$ cat src/rtl/core/nimh_delta_v_charge_controller_macros.svh
// Assertion macros for the NiMH delta-V charge controller.
`ifndef NIMH_DELTA_V_CHARGE_CONTROLLER_MACROS_SVH
`define NIMH_DELTA_V_CHARGE_CONTROLLER_MACROS_SVH

`ifndef ASSERT_OFF

`define NDV_ASSERT_SAME(lbl, ante, cons, msg) \
    lbl: assert property (@(posedge clk) disable iff (!rst_n) (ante) |-> (cons)) \
        else $error(msg);

`define NDV_ASSERT_NEXT(lbl, ante, cons, msg) \
    lbl: assert property (@(posedge clk) disable iff (!rst_n) (ante) |=> (cons)) \
        else $error(msg);

`else

`define NDV_ASSERT_SAME(lbl, ante, cons, msg)

`define NDV_ASSERT_NEXT(lbl, ante, cons, msg)

`endif

`endif

$ cat src/rtl/core/ndv_pkg.sv
// Shared types, constants and helpers for the NiMH delta-V charge controller.
package ndv_pkg;

    localparam int SPS_LOG2 = 3;
    localparam int SAMPLES_PER_SECOND = 1 << SPS_LOG2;
    localparam int SUM_W = 10 + SPS_LOG2;
    localparam int CNT_W = SPS_LOG2;

    localparam logic [7:0] SOFT_DUTY = 8'd76;
    localparam logic [7:0] TRICKLE_DUTY = 8'd16;
    localparam logic [7:0] FAST_DUTY = 8'd255;
    localparam logic [7:0] OFF_DUTY = 8'd0;

    localparam logic [15:0] CHARGE_MAX = 16'hFFFF;
    localparam logic [11:0] PLATEAU_MAX = 12'hFFF;

    localparam logic [1:0] CMD_LOADED = 2'd0;
    localparam logic [1:0] CMD_OPEN = 2'd1;
    localparam logic [1:0] CMD_SELF_TEST = 2'd2;

    localparam logic [2:0] CODE_STANDBY = 3'd0;
    localparam logic [2:0] CODE_COOL = 3'd1;
    localparam logic [2:0] CODE_SOFT = 3'd2;
    localparam logic [2:0] CODE_FAST = 3'd3;
    localparam logic [2:0] CODE_TRICKLE = 3'd4;
    localparam logic [2:0] CODE_ERROR = 3'd5;

    localparam logic [2:0] REG_DISCONNECT = 3'd0;
    localparam logic [2:0] REG_SELF_TEST = 3'd1;
    localparam logic [2:0] REG_OVER_VOLTAGE = 3'd2;
    localparam logic [2:0] REG_DELTA_DROP = 3'd3;
    localparam logic [2:0] REG_PLATEAU = 3'd4;
    localparam logic [2:0] REG_FAST_TIME = 3'd5;
    localparam logic [2:0] REG_SOFT_TIME = 3'd6;
    localparam logic [2:0] REG_COOL_TIME = 3'd7;

    localparam logic [9:0] RST_DISCONNECT = 10'd100;
    localparam logic [9:0] RST_SELF_TEST = 10'd500;
    localparam logic [9:0] RST_OVER_VOLTAGE = 10'd950;
    localparam logic [9:0] RST_DELTA_DROP = 10'd3;
    localparam logic [11:0] RST_PLATEAU = 12'd900;
    localparam logic [15:0] RST_FAST_TIME = 16'd10800;
    localparam logic [15:0] RST_SOFT_TIME = 16'd240;
    localparam logic [7:0] RST_COOL_TIME = 8'd2;

    typedef enum logic [5:0] {
        PH_STANDBY = 6'b000001,
        PH_COOL    = 6'b000010,
        PH_SOFT    = 6'b000100,
        PH_FAST    = 6'b001000,
        PH_TRICKLE = 6'b010000,
        PH_ERROR   = 6'b100000
    } phase_t;

    typedef struct packed {
        logic [9:0]  disconnect_level;
        logic [9:0]  self_test_level;
        logic [9:0]  over_voltage_level;
        logic [9:0]  delta_drop;
        logic [11:0] plateau_limit;
        logic [15:0] fast_time_limit;
        logic [15:0] soft_time_limit;
        logic [7:0]  cool_time_limit;
    } ndv_cfg_t;

    typedef struct packed {
        logic [2:0] charger_phase;
        logic [7:0] drive_duty;
        logic       led_level;
        logic       window_done;
        logic [9:0] average_value;
        logic [9:0] peak_value;
    } ndv_result_t;

    function automatic logic [2:0] phase_code(input phase_t ph);
        logic [2:0] code;
        unique case (ph)
            PH_STANDBY: code = CODE_STANDBY;
            PH_COOL:    code = CODE_COOL;
            PH_SOFT:    code = CODE_SOFT;
            PH_FAST:    code = CODE_FAST;
            PH_TRICKLE: code = CODE_TRICKLE;
            default:    code = CODE_ERROR;
        endcase
        return code;
    endfunction

    function automatic logic [7:0] phase_duty(input phase_t ph);
        logic [7:0] duty;
        unique case (ph)
            PH_SOFT:    duty = SOFT_DUTY;
            PH_FAST:    duty = FAST_DUTY;
            PH_TRICKLE: duty = TRICKLE_DUTY;
            default:    duty = OFF_DUTY;
        endcase
        return duty;
    endfunction

endpackage

$ cat src/rtl/core/ndv_cfg.sv
// Configuration register file for the charge controller thresholds and limits.
module ndv_cfg (
    input  logic              clk,
    input  logic              rst_n,
    input  logic              cfg_valid,
    output logic              cfg_ready,
    input  logic [2:0]        cfg_index,
    input  logic [15:0]       cfg_data,
    output ndv_pkg::ndv_cfg_t cfg
);
    import ndv_pkg::*;

    ndv_cfg_t cfg_reg;
    ndv_cfg_t cfg_next;

    assign cfg_ready = 1'b1;
    assign cfg = cfg_reg;

    always_comb
    begin
        cfg_next = cfg_reg;
        if (cfg_valid)
        begin
            unique case (cfg_index)
                REG_DISCONNECT:   cfg_next.disconnect_level = cfg_data[9:0];
                REG_SELF_TEST:    cfg_next.self_test_level = cfg_data[9:0];
                REG_OVER_VOLTAGE: cfg_next.over_voltage_level = cfg_data[9:0];
                REG_DELTA_DROP:   cfg_next.delta_drop = cfg_data[9:0];
                REG_PLATEAU:      cfg_next.plateau_limit = cfg_data[11:0];
                REG_FAST_TIME:    cfg_next.fast_time_limit = cfg_data;
                REG_SOFT_TIME:    cfg_next.soft_time_limit = cfg_data;
                REG_COOL_TIME:    cfg_next.cool_time_limit = cfg_data[7:0];
                default:          cfg_next = cfg_reg;
            endcase
        end
    end

    always_ff @(posedge clk or negedge rst_n)
    begin
        if (!rst_n)
        begin
            cfg_reg.disconnect_level <= RST_DISCONNECT;
            cfg_reg.self_test_level <= RST_SELF_TEST;
            cfg_reg.over_voltage_level <= RST_OVER_VOLTAGE;
            cfg_reg.delta_drop <= RST_DELTA_DROP;
            cfg_reg.plateau_limit <= RST_PLATEAU;
            cfg_reg.fast_time_limit <= RST_FAST_TIME;
            cfg_reg.soft_time_limit <= RST_SOFT_TIME;
            cfg_reg.cool_time_limit <= RST_COOL_TIME;
        end
        else
        begin
            cfg_reg <= cfg_next;
        end
    end

endmodule

$ cat src/rtl/core/ndv_core.sv
// Charge sequencer state and combinational per-sample update.
`include "nimh_delta_v_charge_controller_macros.svh"

module ndv_core (
    input  logic                 clk,
    input  logic                 rst_n,
    input  logic                 accept,
    input  logic [1:0]           command,
    input  logic [9:0]           sample_value,
    input  ndv_pkg::ndv_cfg_t    cfg,
    output ndv_pkg::ndv_result_t result
);
    import ndv_pkg::*;

    phase_t             phase_reg;
    phase_t             phase_next;
    logic [SUM_W-1:0]   sum_reg;
    logic [SUM_W-1:0]   sum_next;
    logic [CNT_W-1:0]   count_reg;
    logic [CNT_W-1:0]   count_next;
    logic [9:0]         peak_reg;
    logic [9:0]         peak_next;
    logic [11:0]        plateau_reg;
    logic [11:0]        plateau_next;
    logic [15:0]        charge_reg;
    logic [15:0]        charge_next;
    logic               led_reg;
    logic               led_next;
    logic [9:0]         average_reg;
    logic [9:0]         average_next;

    phase_t             phase_cur;
    logic               charging;
    logic               loaded;
    logic               wrap;
    logic               done;
    logic [SUM_W-1:0]   sum_add;
    logic [9:0]         avg;
    logic [15:0]        charge_bump;
    logic               trick_d;
    logic [9:0]         peak_d;
    logic [11:0]        plateau_d;

    always_comb
    begin
        unique case (phase_reg)
            PH_STANDBY, PH_COOL, PH_SOFT, PH_FAST, PH_TRICKLE, PH_ERROR:
                phase_cur = phase_reg;
            default:
                phase_cur = PH_ERROR;
        endcase
    end

    assign charging = (phase_cur == PH_COOL) || (phase_cur == PH_SOFT)
                   || (phase_cur == PH_FAST) || (phase_cur == PH_TRICKLE);
    assign loaded = (command == CMD_LOADED) && charging;
    assign sum_add = sum_reg + SUM_W'(sample_value);
    assign wrap = (count_reg == CNT_W'(SAMPLES_PER_SECOND - 1));
    assign avg = sum_add[SUM_W-1:SPS_LOG2];
    assign charge_bump = (charge_reg != CHARGE_MAX) ? charge_reg + 16'd1 : charge_reg;

    always_comb
    begin
        trick_d = (plateau_reg > cfg.plateau_limit) || (avg > cfg.over_voltage_level);
        peak_d = peak_reg;
        plateau_d = plateau_reg;
        if (avg > peak_reg)
        begin
            peak_d = avg;
            plateau_d = '0;
        end
        else if ((peak_reg - avg) > cfg.delta_drop)
        begin
            trick_d = 1'b1;
        end
        else if (plateau_reg != PLATEAU_MAX)
        begin
            plateau_d = plateau_reg + 12'd1;
        end
    end

    always_comb
    begin
        phase_next = phase_cur;
        sum_next = sum_reg;
        count_next = count_reg;
        peak_next = peak_reg;
        plateau_next = plateau_reg;
        charge_next = charge_reg;
        average_next = average_reg;
        led_next = led_reg;
        done = 1'b0;

        unique case (phase_cur)
            PH_STANDBY: led_next = 1'b1;
            PH_COOL:    led_next = 1'b0;
            PH_TRICKLE: led_next = 1'b1;
            PH_ERROR:   led_next = ~led_reg;
            default:    led_next = led_reg;
        endcase

        if (loaded)
        begin
            if (phase_cur == PH_FAST)
            begin
                led_next = ~led_next;
            end
            if (wrap)
            begin
                sum_next = '0;
                count_next = '0;
                average_next = avg;
                done = 1'b1;
                unique case (phase_cur)
                    PH_COOL:
                    begin
                        charge_next = charge_bump;
                        if (charge_bump > {8'd0, cfg.cool_time_limit})
                        begin
                            phase_next = PH_SOFT;
                        end
                    end
                    PH_SOFT:
                    begin
                        led_next = ~led_next;
                        charge_next = charge_bump;
                        peak_next = peak_d;
                        plateau_next = plateau_d;
                        if (charge_bump > cfg.soft_time_limit)
                        begin
                            phase_next = PH_FAST;
                        end
                        else if (trick_d)
                        begin
                            phase_next = PH_TRICKLE;
                        end
                    end
                    PH_FAST:
                    begin
                        charge_next = charge_bump;
                        peak_next = peak_d;
                        plateau_next = plateau_d;
                        if (trick_d || (charge_bump > cfg.fast_time_limit))
                        begin
                            phase_next = PH_TRICKLE;
                        end
                    end
                    default:
                    begin
                        charge_next = charge_bump;
                        peak_next = peak_d;
                        plateau_next = plateau_d;
                    end
                endcase
            end
            else
            begin
                sum_next = sum_add;
                count_next = count_reg + CNT_W'(1);
            end
        end
        else if (command == CMD_OPEN)
        begin
            if ((phase_cur == PH_STANDBY) && (sample_value >= cfg.disconnect_level))
            begin
                phase_next = PH_COOL;
            end
            else if ((phase_cur == PH_TRICKLE) && (sample_value < cfg.disconnect_level))
            begin
                phase_next = PH_STANDBY;
                peak_next = '0;
                plateau_next = '0;
                charge_next = '0;
                sum_next = '0;
                count_next = '0;
            end
        end
        else if (command == CMD_SELF_TEST)
        begin
            if ((phase_cur == PH_STANDBY) && (sample_value < cfg.self_test_level))
            begin
                phase_next = PH_ERROR;
            end
        end
    end

    assign result.charger_phase = phase_code(phase_next);
    assign result.drive_duty = phase_duty(phase_next);
    assign result.led_level = led_next;
    assign result.window_done = done;
    assign result.average_value = average_next;
    assign result.peak_value = peak_next;

    always_ff @(posedge clk or negedge rst_n)
    begin
        if (!rst_n)
        begin
            phase_reg <= PH_STANDBY;
            sum_reg <= '0;
            count_reg <= '0;
            peak_reg <= '0;
            plateau_reg <= '0;
            charge_reg <= '0;
            led_reg <= 1'b0;
            average_reg <= '0;
        end
        else if (accept)
        begin
            phase_reg <= phase_next;
            sum_reg <= sum_next;
            count_reg <= count_next;
            peak_reg <= peak_next;
            plateau_reg <= plateau_next;
            charge_reg <= charge_next;
            led_reg <= led_next;
            average_reg <= average_next;
        end
    end

    `NDV_ASSERT_NEXT(a_error_sticky, phase_reg == PH_ERROR, phase_reg == PH_ERROR, "error phase left")
    `NDV_ASSERT_NEXT(a_window_clears, accept && done, count_reg == '0 && sum_reg == '0, "window not cleared")
    `NDV_ASSERT_SAME(a_standby_clean, phase_reg == PH_STANDBY, charge_reg == '0 && peak_reg == '0, "standby holds charge state")

endmodule

$ cat src/rtl/core/ndv_skid.sv
// Two-entry output register with skid stage for result beats.
`include "nimh_delta_v_charge_controller_macros.svh"

module ndv_skid (
    input  logic                 clk,
    input  logic                 rst_n,
    input  logic                 in_valid,
    output logic                 in_stall,
    input  ndv_pkg::ndv_result_t in_data,
    output logic                 out_valid,
    input  logic                 out_stall,
    output ndv_pkg::ndv_result_t out_data
);
    import ndv_pkg::*;

    logic        out_valid_reg;
    logic        out_valid_next;
    logic        skid_valid_reg;
    logic        skid_valid_next;
    ndv_result_t out_reg;
    ndv_result_t out_next;
    ndv_result_t skid_reg;
    ndv_result_t skid_next;
    logic        push;
    logic        take;

    assign in_stall = skid_valid_reg;
    assign out_valid = out_valid_reg;
    assign out_data = out_reg;
    assign push = in_valid && !skid_valid_reg;
    assign take = out_valid_reg && !out_stall;

    always_comb
    begin
        out_valid_next = out_valid_reg;
        skid_valid_next = skid_valid_reg;
        out_next = out_reg;
        skid_next = skid_reg;
        if (!out_valid_reg || take)
        begin
            if (skid_valid_reg)
            begin
                out_next = skid_reg;
                out_valid_next = 1'b1;
                skid_valid_next = 1'b0;
            end
            else if (push)
            begin
                out_next = in_data;
                out_valid_next = 1'b1;
            end
            else
            begin
                out_valid_next = 1'b0;
            end
        end
        else if (push)
        begin
            skid_next = in_data;
            skid_valid_next = 1'b1;
        end
    end

    always_ff @(posedge clk or negedge rst_n)
    begin
        if (!rst_n)
        begin
            out_valid_reg <= 1'b0;
            skid_valid_reg <= 1'b0;
        end
        else
        begin
            out_valid_reg <= out_valid_next;
            skid_valid_reg <= skid_valid_next;
        end
    end

    always_ff @(posedge clk)
    begin
        out_reg <= out_next;
        skid_reg <= skid_next;
    end

    `NDV_ASSERT_SAME(a_skid_behind_out, skid_valid_reg, out_valid_reg, "skid full with output empty")
    `NDV_ASSERT_NEXT(a_skid_drains, skid_valid_reg && !out_stall, !skid_valid_reg, "skid beat not moved")

endmodule

$ cat src/rtl/core/nimh_delta_v_charge_controller.sv
// Top level of the NiMH negative delta-V charge controller. Each accepted
// beat (command plus 10-bit ADC sample) is processed in the cycle it is
// accepted and yields exactly one result beat, registered at the output; one
// beat can be accepted every clock cycle, and a two-entry output stage lets
// input keep flowing for one beat while a result waits. The sequencer walks
// standby, cool-down, soft, fast and trickle charge, with an error phase left
// only by reset. Eight loaded samples form one second, whose average drives
// peak tracking, delta-V, over-voltage, plateau and phase-time termination.
// The user must write thresholds and limits through the configuration port
// (always ready) only while no beats are in flight; the block does not check.
module nimh_delta_v_charge_controller (
    input  logic        clk,
    input  logic        rst_n,
    input  logic        in_valid,
    output logic        in_stall,
    input  logic [1:0]  command,
    input  logic [9:0]  sample_value,
    output logic        out_valid,
    input  logic        out_stall,
    output logic [2:0]  charger_phase,
    output logic [7:0]  drive_duty,
    output logic        led_level,
    output logic        window_done,
    output logic [9:0]  average_value,
    output logic [9:0]  peak_value,
    input  logic        cfg_valid,
    output logic        cfg_ready,
    input  logic [2:0]  cfg_index,
    input  logic [15:0] cfg_data
);
    import ndv_pkg::*;

    ndv_cfg_t    cfg;
    ndv_result_t step_result;
    ndv_result_t out_data;
    logic        accept;

    assign accept = in_valid && !in_stall;

    ndv_cfg u_cfg (
        .clk       (clk),
        .rst_n     (rst_n),
        .cfg_valid (cfg_valid),
        .cfg_ready (cfg_ready),
        .cfg_index (cfg_index),
        .cfg_data  (cfg_data),
        .cfg       (cfg)
    );

    ndv_core u_core (
        .clk          (clk),
        .rst_n        (rst_n),
        .accept       (accept),
        .command      (command),
        .sample_value (sample_value),
        .cfg          (cfg),
        .result       (step_result)
    );

    ndv_skid u_skid (
        .clk       (clk),
        .rst_n     (rst_n),
        .in_valid  (in_valid),
        .in_stall  (in_stall),
        .in_data   (step_result),
        .out_valid (out_valid),
        .out_stall (out_stall),
        .out_data  (out_data)
    );

    assign charger_phase = out_data.charger_phase;
    assign drive_duty = out_data.drive_duty;
    assign led_level = out_data.led_level;
    assign window_done = out_data.window_done;
    assign average_value = out_data.average_value;
    assign peak_value = out_data.peak_value;

endmodule
$ cat config.mk
export PLATFORM = sky130hd
export DESIGN_NAME = nimh_delta_v_charge_controller
export DESIGN_NICKNAME = d
export VERILOG_FILES = /design/src/rtl/core/ndv_pkg.sv /design/src/rtl/core/ndv_cfg.sv /design/src/rtl/core/ndv_core.sv /design/src/rtl/core/ndv_skid.sv /design/src/rtl/core/nimh_delta_v_charge_controller.sv
export VERILOG_INCLUDE_DIRS = /design/src /design/src/rtl/core
export SDC_FILE = /design/constraint.sdc
export NUM_CORES = 1
export LEC_CHECK = 0
export ABC_AREA = 1
export BUFFER_PORTS_ARGS = -buffer_cell sky130_fd_sc_hd__buf_2
export CAP_MARGIN = 20
export CORE_AREA = 3 3 171 173
export DETAILED_ROUTE_END_ITERATION = 12
export DIE_AREA = 0 0 174 176
export PLACE_DENSITY_LB_ADDON = 0.3
export SLEW_MARGIN = 15
export SYNTH_ARGS = -nofsm -noshare
export SYNTH_HDL_FRONTEND = slang
export SYNTH_HIERARCHICAL = 1
export SYNTH_SLANG_ARGS = --single-unit
$ cat constraint.sdc
create_clock -name clk -period 8 [get_ports clk]
set_clock_uncertainty 0.15 [all_clocks]
set_input_delay 0.8 -clock clk [delete_from_list [all_inputs] [get_ports clk]]
set_output_delay 0.8 -clock clk [all_outputs]
set_load 0.005 [all_outputs]
# Word-level counts from Yosys, hierarchy flattened
# Cells that the tools add are included.
[classes]
n_bitwise = 4
n_lt_le_gt_ge = 10
n_eq_ne = 34
addsub = 5
n_mux = 65
n_reduce_logical = 36
[op_table]
columns = ["op", "count"]
rows = [
  ["12-bit 2-to-1 mux", 9],
  ["16-bit 2-to-1 mux", 6],
  ["10-bit 2-to-1 mux", 9],
  ["6-bit 2-to-1 mux", 12],
  ["33-bit 2-to-1 mux", 2],
  ["13-bit 2-to-1 mux", 5],
  ["16-bit > comparator", 2],
  ["10-bit > comparator", 3],
  ["8-bit one-hot mux with 3 select lines", 1],
  ["10-bit less-than comparator", 2],
  ["2-bit AND reduction", 10],
  ["6-bit by 1-bit == test with 1-bit output (second input constant)", 3],
  ["6-bit by 2-bit == test with 1-bit output (second input constant)", 3],
  ["6-bit by 3-bit == test with 1-bit output (second input constant)", 3],
  ["6-bit by 4-bit == test with 1-bit output (second input constant)", 3],
  ["6-bit by 5-bit == test with 1-bit output (second input constant)", 3],
  ["6-bit one-hot mux with 3 select lines", 1],
  ["16-bit by 1-bit adder with 16-bit output (second input constant)", 1],
  ["16-bit by 8-bit > comparator with 1-bit output", 1],
  ["16-bit != test (second input constant)", 1],
  ["3-bit == test (second input constant)", 5],
  ["3-bit 2-to-1 mux", 5],
  ["3-bit one-hot mux with 5 select lines", 1],
  ["13-bit by 10-bit adder with 13-bit output", 1],
  ["28 further kinds", 62],
]
[totals]
word_cells = 184
output_inout_bits = 36
inputBits = 36
ff_bits = 231

# Depth between registers and ports, before layout
# Gate-level depths: netlist of run 1.
[depth]
depth_word = 15
ltp_mapped = 38
ltp_nobuf = 37

# By module
# Netlist of run 1, hierarchy kept.
[modules_own_cells]
columns = ["module", "seq_area_each_um2", "n_inst", "area_per_inst_um2", "cells_per_inst"]
rows = [
  ["ndv_core", 1778.0, 1, 7415.9, 1069],
  ["ndv_cfg", 2342.2, 1, 3658.5, 418],
  ["ndv_skid", 2031.9, 1, 2544.9, 183],
  ["nimh_delta_v_charge_controller", 0.0, 1, 10.0, 2],
]

# Worst setup path after synthesis of run 1
# Ideal clock, no wire load.
[synth_timing]
path_kind = "input -> register"
startpoint = "input port sample_value[0]"
endpoint = "register u_skid.out_reg, in the netlist u_skid/out_data[25] (data pin)"
setup_slack_ps = 2435
t_required_ps = 7598
stages = 37
setup_ps = 252
n_path_buf = 1
arrival_time_ps = 5163
cell_sequence = "ha_1 > inv_1 > fa_1 > inv_1 > a31oi_1 > xnor2_1 > inv_1 > ha_1 > nand2_1 > nor2_1 > a211oi_1 > nor2_1 > o21ai_0 > nand2_1 > a21oi_1 > a21bo_2 > or2_2 > nand2_1 > a21oi_1 > xnor2_1 > ha_1 > nand2_1 > nor2_1 > o211ai_1 > o2111ai_1 > nand2_1 > inv_1 > nand3_1 > nand4_1 > nand2_1 > inv_1 > nand2_1 > nand2_1 > nand4_1 > buf_4 > nand2_1 > nand2_1"
[synth_lines]
columns = ["element", "line_no", "source"]
rows = [
  ["start: declaration", "nimh_delta_v_charge_controller.sv:17", "input logic [9:0] sample_value,"],
  ["end signal: assignment", "ndv_skid.sv:80", "out_reg <= out_next;"],
  ["end: declaration", "ndv_skid.sv:20", "ndv_result_t out_reg;"],
]

# Final worst setup path of run 1
[layout_timing]
startpoint = "input port sample_value[0]"
endpoint = "register u_skid.out_reg, in the netlist u_skid/out_data[31] (data pin)"
[layout_via]
elab_chain_cells = 14
word_cells_on_any_way = 34
classes_between = "2 x add/sub; 6 x order compare; 5 x eq/ne; 16 x mux; 5 x reduce/logical"
[layout_lines]
columns = ["element", "line_no", "source"]
rows = [
  ["13-bit by 10-bit adder with 13-bit output", "ndv_core.sv:57", "assign sum_add = sum_reg + SUM_W'(sample_value);"],
  ["10-bit subtractor or 10-bit > comparator (tied branches)", "ndv_core.sv:72, ndv_core.sv:64", ""],
  ["10-bit > comparator or 1-bit logical OR (tied branches)", "ndv_core.sv:72, ndv_core.sv:64", ""],
  ["1-bit 2-to-1 mux", "ndv_core.sv:72", "else if ((peak_reg - avg) > cfg.delta_drop)"],
  ["1-bit 2-to-1 mux", "ndv_core.sv:67", "if (avg > peak_reg)"],
  ["6-bit 2-to-1 mux or 1-bit logical OR (tied branches)", "ndv_core.sv:133, ndv_core.sv:143", ""],
  ["6-bit 2-to-1 mux, on equally long branches", "ndv_core.sv:129, ndv_core.sv:143", ""],
  ["6-bit one-hot mux with 3 select lines", "ndv_core.sv:114", "unique case (phase_cur)"],
  ["6-bit 2-to-1 mux", "ndv_core.sv:108", "if (wrap)"],
  ["6-bit 2-to-1 mux (*)", "ndv_core.sv:102", "if (loaded)"],
  ["6-bit by 5-bit == test with 1-bit output, or another cell as far along", "ndv_pkg.sv:77", "unique case (ph)"],
  ["3-bit one-hot mux with 5 select lines (*)", "ndv_pkg.sv:77", ""],
  ["33-bit 2-to-1 mux (*)", "ndv_skid.sv:47", "else if (push)"],
  ["33-bit 2-to-1 mux (*)", "ndv_skid.sv:41", "if (skid_valid_reg)"],
]
# Every way passes the cells marked *; elsewhere a longest branch is shown, timed or not. The select of a mux whose other input is x is not followed.
# A chain may end at the register's enable or synchronous reset.

==> results of run 1 <==
-- worst reg2reg max path: cells and delay by family, from the launching register on --
kind	cells	cell delay (ns)
and+or+nand+nor	17	1.80
AOI/OAI and AO/OA	8	1.20
adders and majority gates	4	1.19
buffers and inverters	5	0.49
xor gates and xnor gates	2	0.49
DFF	1	0.37
-- cell usage after synthesis, types with 4 or more instances --
| cell type | n |
|---|---|
| dfrtp_1 | 132 |
| nand3_1 | 84 |
| inv_1 | 223 |
| o211ai_1 | 5 |
| o31ai_1 | 13 |
| nor2_2 | 9 |
| nand4_1 | 26 |
| o22ai_1 | 9 |
| buf_4 | 11 |
| xnor2_1 | 10 |
| dfstp_2 | 33 |
| nand2_1 | 559 |
| buf_6 | 4 |
| nor2_1 | 65 |
| inv_2 | 5 |
| ha_1 | 112 |
| buf_2 | 18 |
| nor3_1 | 12 |
| o21ai_1 | 11 |
| xor2_1 | 23 |
| o21bai_1 | 6 |
| o21ai_0 | 79 |
| clkbuf_1 | 16 |
| nand2_2 | 12 |
| or2_2 | 4 |
| edfxtp_1 | 66 |
| o2111ai_1 | 4 |
| a21oi_1 | 75 |
-- per-layer routing --
layer | global-route usage [%] | share of wire, %
met5 | 0 | 0
met4 | 6.702 | 3.1
met3 | 2.645 | 5.0
met2 | 36.80 | 47
met1 | 28.06 | 44
-- how the worst max path moves through the flow --
stage                                                to  slack [ns]  cells after the start
after floorplan           u_skid/out_data[25]$_DFFE_PP_        2.44                     37
after global placement    u_skid/out_data[25]$_DFFE_PP_        1.76                     37
after detailed placement  u_skid/out_data[31]$_DFFE_PP_        1.55                     37
after CTS                 u_skid/out_data[31]$_DFFE_PP_        2.06                     36
after global routing      u_skid/out_data[31]$_DFFE_PP_        1.37                     36
final                     u_skid/out_data[31]$_DFFE_PP_        2.03                     37
-- layout make-up --
cell class | count | area [um2] | share of cell area (%)
multi-input cells | 1155 | 6292 | 41.41
repair buffers | 82 | 469.2 | 3.088
well taps | 378 | 473.0 | 3.113
clock buffers | 35 | 775.7 | 5.106
flip-flops and latches | 231 | 6152 | 40.49
clock inverters | 13 | 153.9 | 1.013
inverters | 231 | 877.1 | 5.773
-- power groups by stage --
stage	Sequential (mW)	Clock [mW]	Combinational, mW
6_report	1.51	1.26	1.00
5_1_grt	1.53	1.34	1.17
4_1_cts	1.51	1.29	1.00
3_5_place_dp	1.53	0	0.993
3_3_place_gp	1.52	0	0.959
2_1_floorplan	1.51	0	0.734
-- cells in the final DEF, fill, tap and decap left out, drive strengths merged, types with 66 or more instances in the layout --
master and count:
nand2 574, inv 230, dfrtp 132, ha 112, o21ai 91, nand3 85
buf 81, nor2 76, a21oi 75, edfxtp 66
-- what timing repair did --
item | 4_1_cts | 5_1_grt
endpoints found under the hold margin | 0 | 16
setup buffers | 0 | 0
hold buffers | 0 | 1
gates resized for setup | 0 | 0
-- logic make-up after synthesis --
kind of cell | after synthesis
flip-flops | 231
adder cells (fa/ha/maj) | 114
AO/OA/AOI/OAI | 221
XOR/XNOR | 33
other | 1
multiplexers | 1
buffers and inverters | 286
AND/OR/NAND/NOR | 785
-- through the flow --
step	std cells	total power, mW	util [%]
after global routing	2125	4.039	54.69
after floorplan	1672	2.242	-
final	2125	3.771	54.69
after detailed placement	2075	2.522	51.21
after global placement	2075	2.483	51.21
after CTS	2123	3.801	54.55
==> impl_metrics.py, run 1 <==
metrics = {
    "power_and_ir_drop": {
        "p_leak_nw": 7.609,
        "cellPowerDensity_nw_per_um2": 248.2,
        "peakVddDrop_mv": 0.1936,
        "clkPwrFrac_pct": 33.4,
        "p_int_mw": 2.572,
        "p_comb_share_pct": 26.6,
        "seq_power_share_pct": 40.0,
        "swShare_pct": 31.78,
        "p_sw_mw": 1.198,
    },
    "timing": {
        "timing.final.hold_violations": 0,
        "maxSlewHeadroom_pct": 34.77,
        "timing.hold.ws_ns": 0.3110,
        "min_period_ns": 5.968,
        "setup_viol": 0,
        "grt_setup_unrepaired": "no",
        "drv_slew": 0,
        "tns_ns": 0,
        "setup_ws_ns": 2.032,
        "finalCritPeriodShare_pct": 74.60,
        "max_freq_ghz": 0.1676,
        "worstMarginPinSlew_ns": 0.9748,
    },
    "min_path": {
        "holdPathStages": 2,
        "hold_class": "register to register",
        "hold_path_end": "u_cfg/cfg[77]$_DFFE_PN1P_",
        "hp-start": "u_cfg/cfg[77]$_DFFE_PN1P_",
    },
    "final_layout": {
        "fillers": 2610,
        "drive_gt1_share_pct": 11.79,
        "n_antenna_cell": 0,
        "nets": 1877,
        "area_growth_syn_to_layout_pct": 11.48,
        "largest_reg_flops": 92,
        "postLayoutCellArea_um2": 15190,
    },
    "worst_setup_path": {
        "regToRegSetupSlack_ns": 2.04,
        "cp.arrival_ns": 6.09,
        "start_kind": "input port",
        "path_buf_inv": 6,
        "reg2reg_from": "u_core/sum_reg[0]$_DFFE_PN0P_",
        "cp_slowest_cell": "fa_1",
        "critPathKind": "input port to register",
        "crit_top_cell": "nand2_1",
        "slowest_delay_ns": 0.40,
        "endpoint_kind": "register",
        "worst_ep_required_time_ns": 8.12,
        "crit_start": "sample_value[0]",
        "r2r-end": "u_skid/out_data[31]$_DFFE_PP_",
        "crit_path_max_fanout": 8,
        "cp_top_family": "simple AND/OR/NAND/NOR gates",
        "reg2reg_depth": 36,
    },
    "logic_synthesis": {
        "syn_avg_cell_area_um2": 8.152,
        "seq_area_frac_synth_pct": 45.14,
        "ys.flop_type": "dfrtp_1",
        "synth_compound_area_share_pct": 9.281,
        "synth_warnings": 6,
        "ys_seq_elements": 231,
        "synthMuxAreaShare_pct": 0.07344,
        "synth.largest_area_cell": "dfrtp_1",
        "synthSimpleGateAreaFrac_pct": 24.03,
        "synth_top_area_share_pct": 24.24,
        "synth_top_family_by_area": "simple AND/OR/NAND/NOR gates",
        "syn_area_um2": 13630,
        "ys_types": 57,
        "syn_inst": 1672,
        "synth_area_leaders": "dfrtp_1, nand2_1, edfxtp_1",
        "synth_edf_count": 66,
        "synth_nets": 1822,
        "synthXorXnorAreaFrac_pct": 2.121,
        "ys_async_sr_fraction_pct": 71.43,
        "synthAdderAreaFrac_pct": 10.58,
    },
    "cts": {
        "clock_sinks": 231,
        "cts_tree": "built",
        "htreeDepth": 1,
        "path_clk_slew_ns": 0.06,
        "cts_buffers": 26,
        "clk_path_buf_depth": 3,
        "root_buffer": "clkbuf_16",
        "clock_latency_ns": 0.52,
    },
    "global_route": {
        "grt_pass1_wl_mm": 53.32,
        "grt_pass1_vias": 10680,
        "antenna_found_initial": 0,
        "grt_overflow": 0,
        "grtUsageTotal_pct": 21.29,
        "grt_max_degree": 114,
    },
    "routing": {
        "route.detailed.drc": 0,
        "drtIter0Drc": 754,
        "drt_first_pass_iters": 5,
        "drt.antenna.violating_nets": 0,
        "num_vias": 11030,
        "via_per_inst": 5.188,
        "drt-total-wl_mm": 32.41,
        "post_drt_wl_per_cell_um": 15.25,
    },
    "placement": {
        "port_buffers": 70,
        "gp_congestion": 0.9309,
        "dp_hpwl_mm": 23.33,
        "dpl_cell_area_um2": 14230,
        "dp_slack_ns": 1.549,
    },
    "die": {
        "initial_core_util_pct": 49.06,
        "std_cell_rows": 61,
        "die_h_um": 176,
        "core-area_um2": 27780,
        "dieArea_um2": 30620,
        "io_pins": 72,
        "fp.dieW_um": 174,
    },
    "status": {
        "run_status": "finished, final reports clean",
    },
    "job": {
        "max-cap-violations": 0,
    },
}
Power figures use the tool's default switching activity.
==> inputs of run 2 (changes only) <==
--- a/config.mk
+++ b/config.mk
@@ -6,12 +6,12 @@
 export SDC_FILE = /design/constraint.sdc
 export NUM_CORES = 1
 export LEC_CHECK = 0
-export ABC_AREA = 1
+export ABC_AREA = 0
 export BUFFER_PORTS_ARGS = -buffer_cell sky130_fd_sc_hd__buf_2
 export CAP_MARGIN = 20
-export CORE_AREA = 3 3 171 173
+export CORE_AREA = 3 3 172 174
 export DETAILED_ROUTE_END_ITERATION = 12
-export DIE_AREA = 0 0 174 176
+export DIE_AREA = 0 0 175 177
 export PLACE_DENSITY_LB_ADDON = 0.3
 export SLEW_MARGIN = 15
 export SYNTH_ARGS = -nofsm -noshare
==> constraint.sdc (replaced) <==
create_clock -name clk -period 5.5 [get_ports clk]
set_clock_uncertainty 0.15 [all_clocks]
set_input_delay 0.55 -clock clk [delete_from_list [all_inputs] [get_ports clk]]
set_output_delay 0.55 -clock clk [all_outputs]
set_load 0.005 [all_outputs]
==> impl_metrics.py, run 2 <==
metrics = {
    "status": {
        "run_status": "complete, but fails checks",
        "violations": "setup timing",
    },
    "die": {
        "dieArea_um2": 30980,
        "core-area_um2": 27930,
        "std_cell_rows": 61,
        "io_pins": 72,
        "die_h_um": 177,
        "initial_core_util_pct": 49.41,
        "fp.dieW_um": 175,
    },
    "timing": {
        "setup_viol": 34,
        "drv_slew": 0,
        "timing.hold.ws_ns": 0.1247,
        "timing.final.hold_violations": 0,
        "max_freq_ghz": 0.1700,
        "finalCritPeriodShare_pct": 106.9,
        "maxSlewHeadroom_pct": 33.81,
        "min_period_ns": 5.881,
        "grt_setup_unrepaired": "yes",
        "setup_ws_ns": -0.3811,
        "worstMarginPinSlew_ns": 0.9894,
    },
    "worst_setup_path": {
        "cp.arrival_ns": 6.00,
        "endpoint_kind": "register",
        "cp_slowest_cell": "dfrtp_1",
        "start_kind": "register",
        "worst_ep_required_time_ns": 5.62,
        "slowest_delay_ns": 0.38,
        "cp_top_family": "adder cells",
        "crit_path_max_fanout": 5,
        "critPathKind": "register to register",
        "path_buf_inv": 4,
    },
    "logic_synthesis": {
        "synth_top_area_share_pct": 23.93,
        "synth_compound_area_share_pct": 13.46,
        "syn_area_um2": 13800,
        "synth_area_leaders": "dfrtp_1, edfxtp_1, ha_1",
        "synthXorXnorAreaFrac_pct": 1.650,
        "synth_edf_count": 66,
        "ys_async_sr_fraction_pct": 71.43,
        "seq_area_frac_synth_pct": 44.57,
        "ys_types": 86,
        "syn_avg_cell_area_um2": 11.37,
        "synthAdderAreaFrac_pct": 10.59,
        "synth_warnings": 6,
        "synth_nets": 1364,
        "synth_top_family_by_area": "compound AO/OA/AOI/OAI gates",
        "yosysMostFrequentCell": "dfrtp_1",
        "synthMuxAreaShare_pct": 13.24,
        "synth.largest_area_cell": "dfrtp_1",
        "ys_seq_elements": 231,
        "synthSimpleGateAreaFrac_pct": 10.50,
        "ys.flop_type": "dfrtp_1",
        "syn_inst": 1214,
        "netlist_top_cells_count": "dfrtp_1, inv_1, ha_1",
    },
    "routing": {
        "num_vias": 9798,
        "drt.antenna.violating_nets": 0,
        "post_drt_wl_per_cell_um": 18.45,
        "route.detailed.drc": 0,
        "drt-total-wl_mm": 32.15,
        "via_per_inst": 5.625,
        "drtIter0Drc": 529,
        "drt_first_pass_iters": 6,
    },
    "global_route": {
        "grt_overflow": 0,
        "grt_pass1_vias": 9586,
        "grtUsageTotal_pct": 20.70,
        "grt_pass1_wl_mm": 51.75,
        "antenna_found_initial": 1,
        "grt_max_degree": 66,
    },
    "power_and_ir_drop": {
        "clkPwrFrac_pct": 37.7,
        "p_sw_mw": 1.247,
        "seq_power_share_pct": 43.6,
        "p_leak_nw": 7.432,
        "p_int_mw": 3.578,
        "peakVddDrop_mv": 0.2234,
        "cellPowerDensity_nw_per_um2": 299.2,
        "swShare_pct": 25.85,
        "p_comb_share_pct": 18.8,
    },
    "final_layout": {
        "final_cell_mix": "dfrtp_1, inv_1, ha_1",
        "area_growth_syn_to_layout_pct": 16.84,
        "largest_reg_flops": 92,
        "fillers": 2295,
        "layout_commonest_cell": "dfrtp_1",
        "nets": 1494,
        "drive_gt1_share_pct": 33.72,
        "multiInputGateArea_um2": 7128,
        "fin_util_pct": 57.73,
        "regArea_um2": 6153,
        "n_antenna_cell": 0,
    },
    "cts": {
        "htreeDepth": 1,
        "path_clk_slew_ns": 0.06,
        "cts_tree": "built",
        "cts_buffers": 26,
        "clock_sinks": 231,
        "clk_path_buf_depth": 3,
        "root_buffer": "clkbuf_16",
        "clock_latency_ns": 0.53,
    },
    "job": {
        "max-cap-violations": 0,
    },
    "placement": {
        "gp_congestion": 0.8718,
        "dp_hpwl_mm": 23.19,
        "port_buffers": 70,
    },
    "min_path": {
        "hold_class": "input port to register",
    },
}
run 2: cell types whose count changed after synthesis, sizes merged, moves of 13 or more:
cell    before  now
a211oi       3   16
a21oi       75   49
a22o         0   33
and3         1   15
inv        230  116
mux2         0  141
nand2      574   77
nand3       85   25
nor2        76   57
o21ai       91   63
xor2        23   10
run 2: stage by stage:
| step | cells | power (mW) | setup TNS [ns] | instance area [um2] | worst slack (ns) |
|---|---|---|---|---|---|
| after global placement | 1677 | 2.933 | -19.81 | 14820 | -0.7384 |
| final | 1742 | 4.826 | -9.310 | 16130 | -0.3811 |
| after detailed placement | 1677 | 2.968 | -24.09 | 14820 | -0.8492 |
| after CTS | 1732 | 4.852 | -6.844 | 15970 | -0.3579 |
| after floorplan | 1214 | 2.717 | -5.794 | 13850 | -0.4239 |
| after global routing | 1742 | 5.058 | -16.87 | 16130 | -0.5726 |
run 2: power groups by stage:
stage,combinational (mW),clock [mW],sequential (mW)
floorplan,0.614,0,2.10
global placement,0.809,0,2.12
detailed placement,0.836,0,2.13
CTS,0.885,1.86,2.10
global route,1.00,1.92,2.13
finish,0.905,1.82,2.10
run 2: per-layer routing:
| metal | share of wire (%) | up-vias | GRT usage, % | wire [um] |
|---|---|---|---|---|
| li1 | - | 4694 | - | - |
| met5 | 0.034 | - | 0 | 11 |
| met3 | 5.2 | 40 | 2.939 | 1658 |
| met2 | 46 | 237 | 34.24 | 14930 |
| met4 | 1.7 | 2 | 4.023 | 549 |
| met1 | 47 | 4825 | 29.39 | 15000 |
run 2: path summary, 6_finish.rpt:
kind / from / endpoint / slack [ns] / cells after the start
max: u_core/sum_reg[0]$_DFFE_PN0P_ / u_skid/out_data[24]$_DFFE_PP_ / -0.38 / 29
min: cfg_data[15] / u_cfg/cfg[23]$_DFFE_PN0P_ / 0.12 / 2
max reg2reg: u_core/sum_reg[0]$_DFFE_PN0P_ / u_skid/out_data[24]$_DFFE_PP_ / -0.38 / 29
min reg2reg: u_core/sum_reg[3]$_DFFE_PN0P_ / u_core/sum_reg[3]$_DFFE_PN0P_ / 0.34 / 2
max in group asynchronous: rst_n / u_core/average_reg[3]$_DFFE_PN0P_ / 3.55 / 3
min in group asynchronous: rst_n / u_cfg/cfg[18]$_DFFE_PN0P_ / 0.43 / 2
run 2: cell type report:
cell class                 count  share of cell area (%)
clock inverter                13                   1.148
multi-input combinational    817                   44.20
inverter                     116                   2.700
tap                          378                   2.933
clock buffer                  35                   4.500
timing repair buffer         152                   6.362
sequential                   231                   38.16
run 2: logic make-up (layout without fill, tap and decap cells):
group | count (synthesis) | count (layout)
AND/OR/NAND/NOR | 267 | 268
AO/OA/AOI/OAI | 262 | 262
flip-flops | 231 | 231
buffers and inverters | 167 | 316
multiplexers | 144 | 144
adder cells (fa/ha/maj) | 116 | 116
XOR/XNOR | 26 | 26
other | 1 | 1
run 2: worst register-to-register path, delay by kind of cell, from the launching register on:
| family | cells | cell delay, ns |
|---|---|---|
| and+or+nand+nor | 6 | 0.82 |
| muxes | 1 | 0.28 |
| adders and majority gates | 6 | 1.68 |
| buffers and inverters | 4 | 0.36 |
| DFF | 1 | 0.38 |
| AOI/OAI and AO/OA | 10 | 1.66 |
| xor gates and xnor gates | 2 | 0.30 |
run 2: what timing repair did:
item | CTS | global route
buffers inserted | 5 | 10
gates resized for setup | 45 | 16
endpoints found under the setup margin | 37 | 38
hold buffers | 1 | 0
pin swaps | 15 | 6
cloned | 2 | 0
endpoints found under the hold margin | 44 | 0
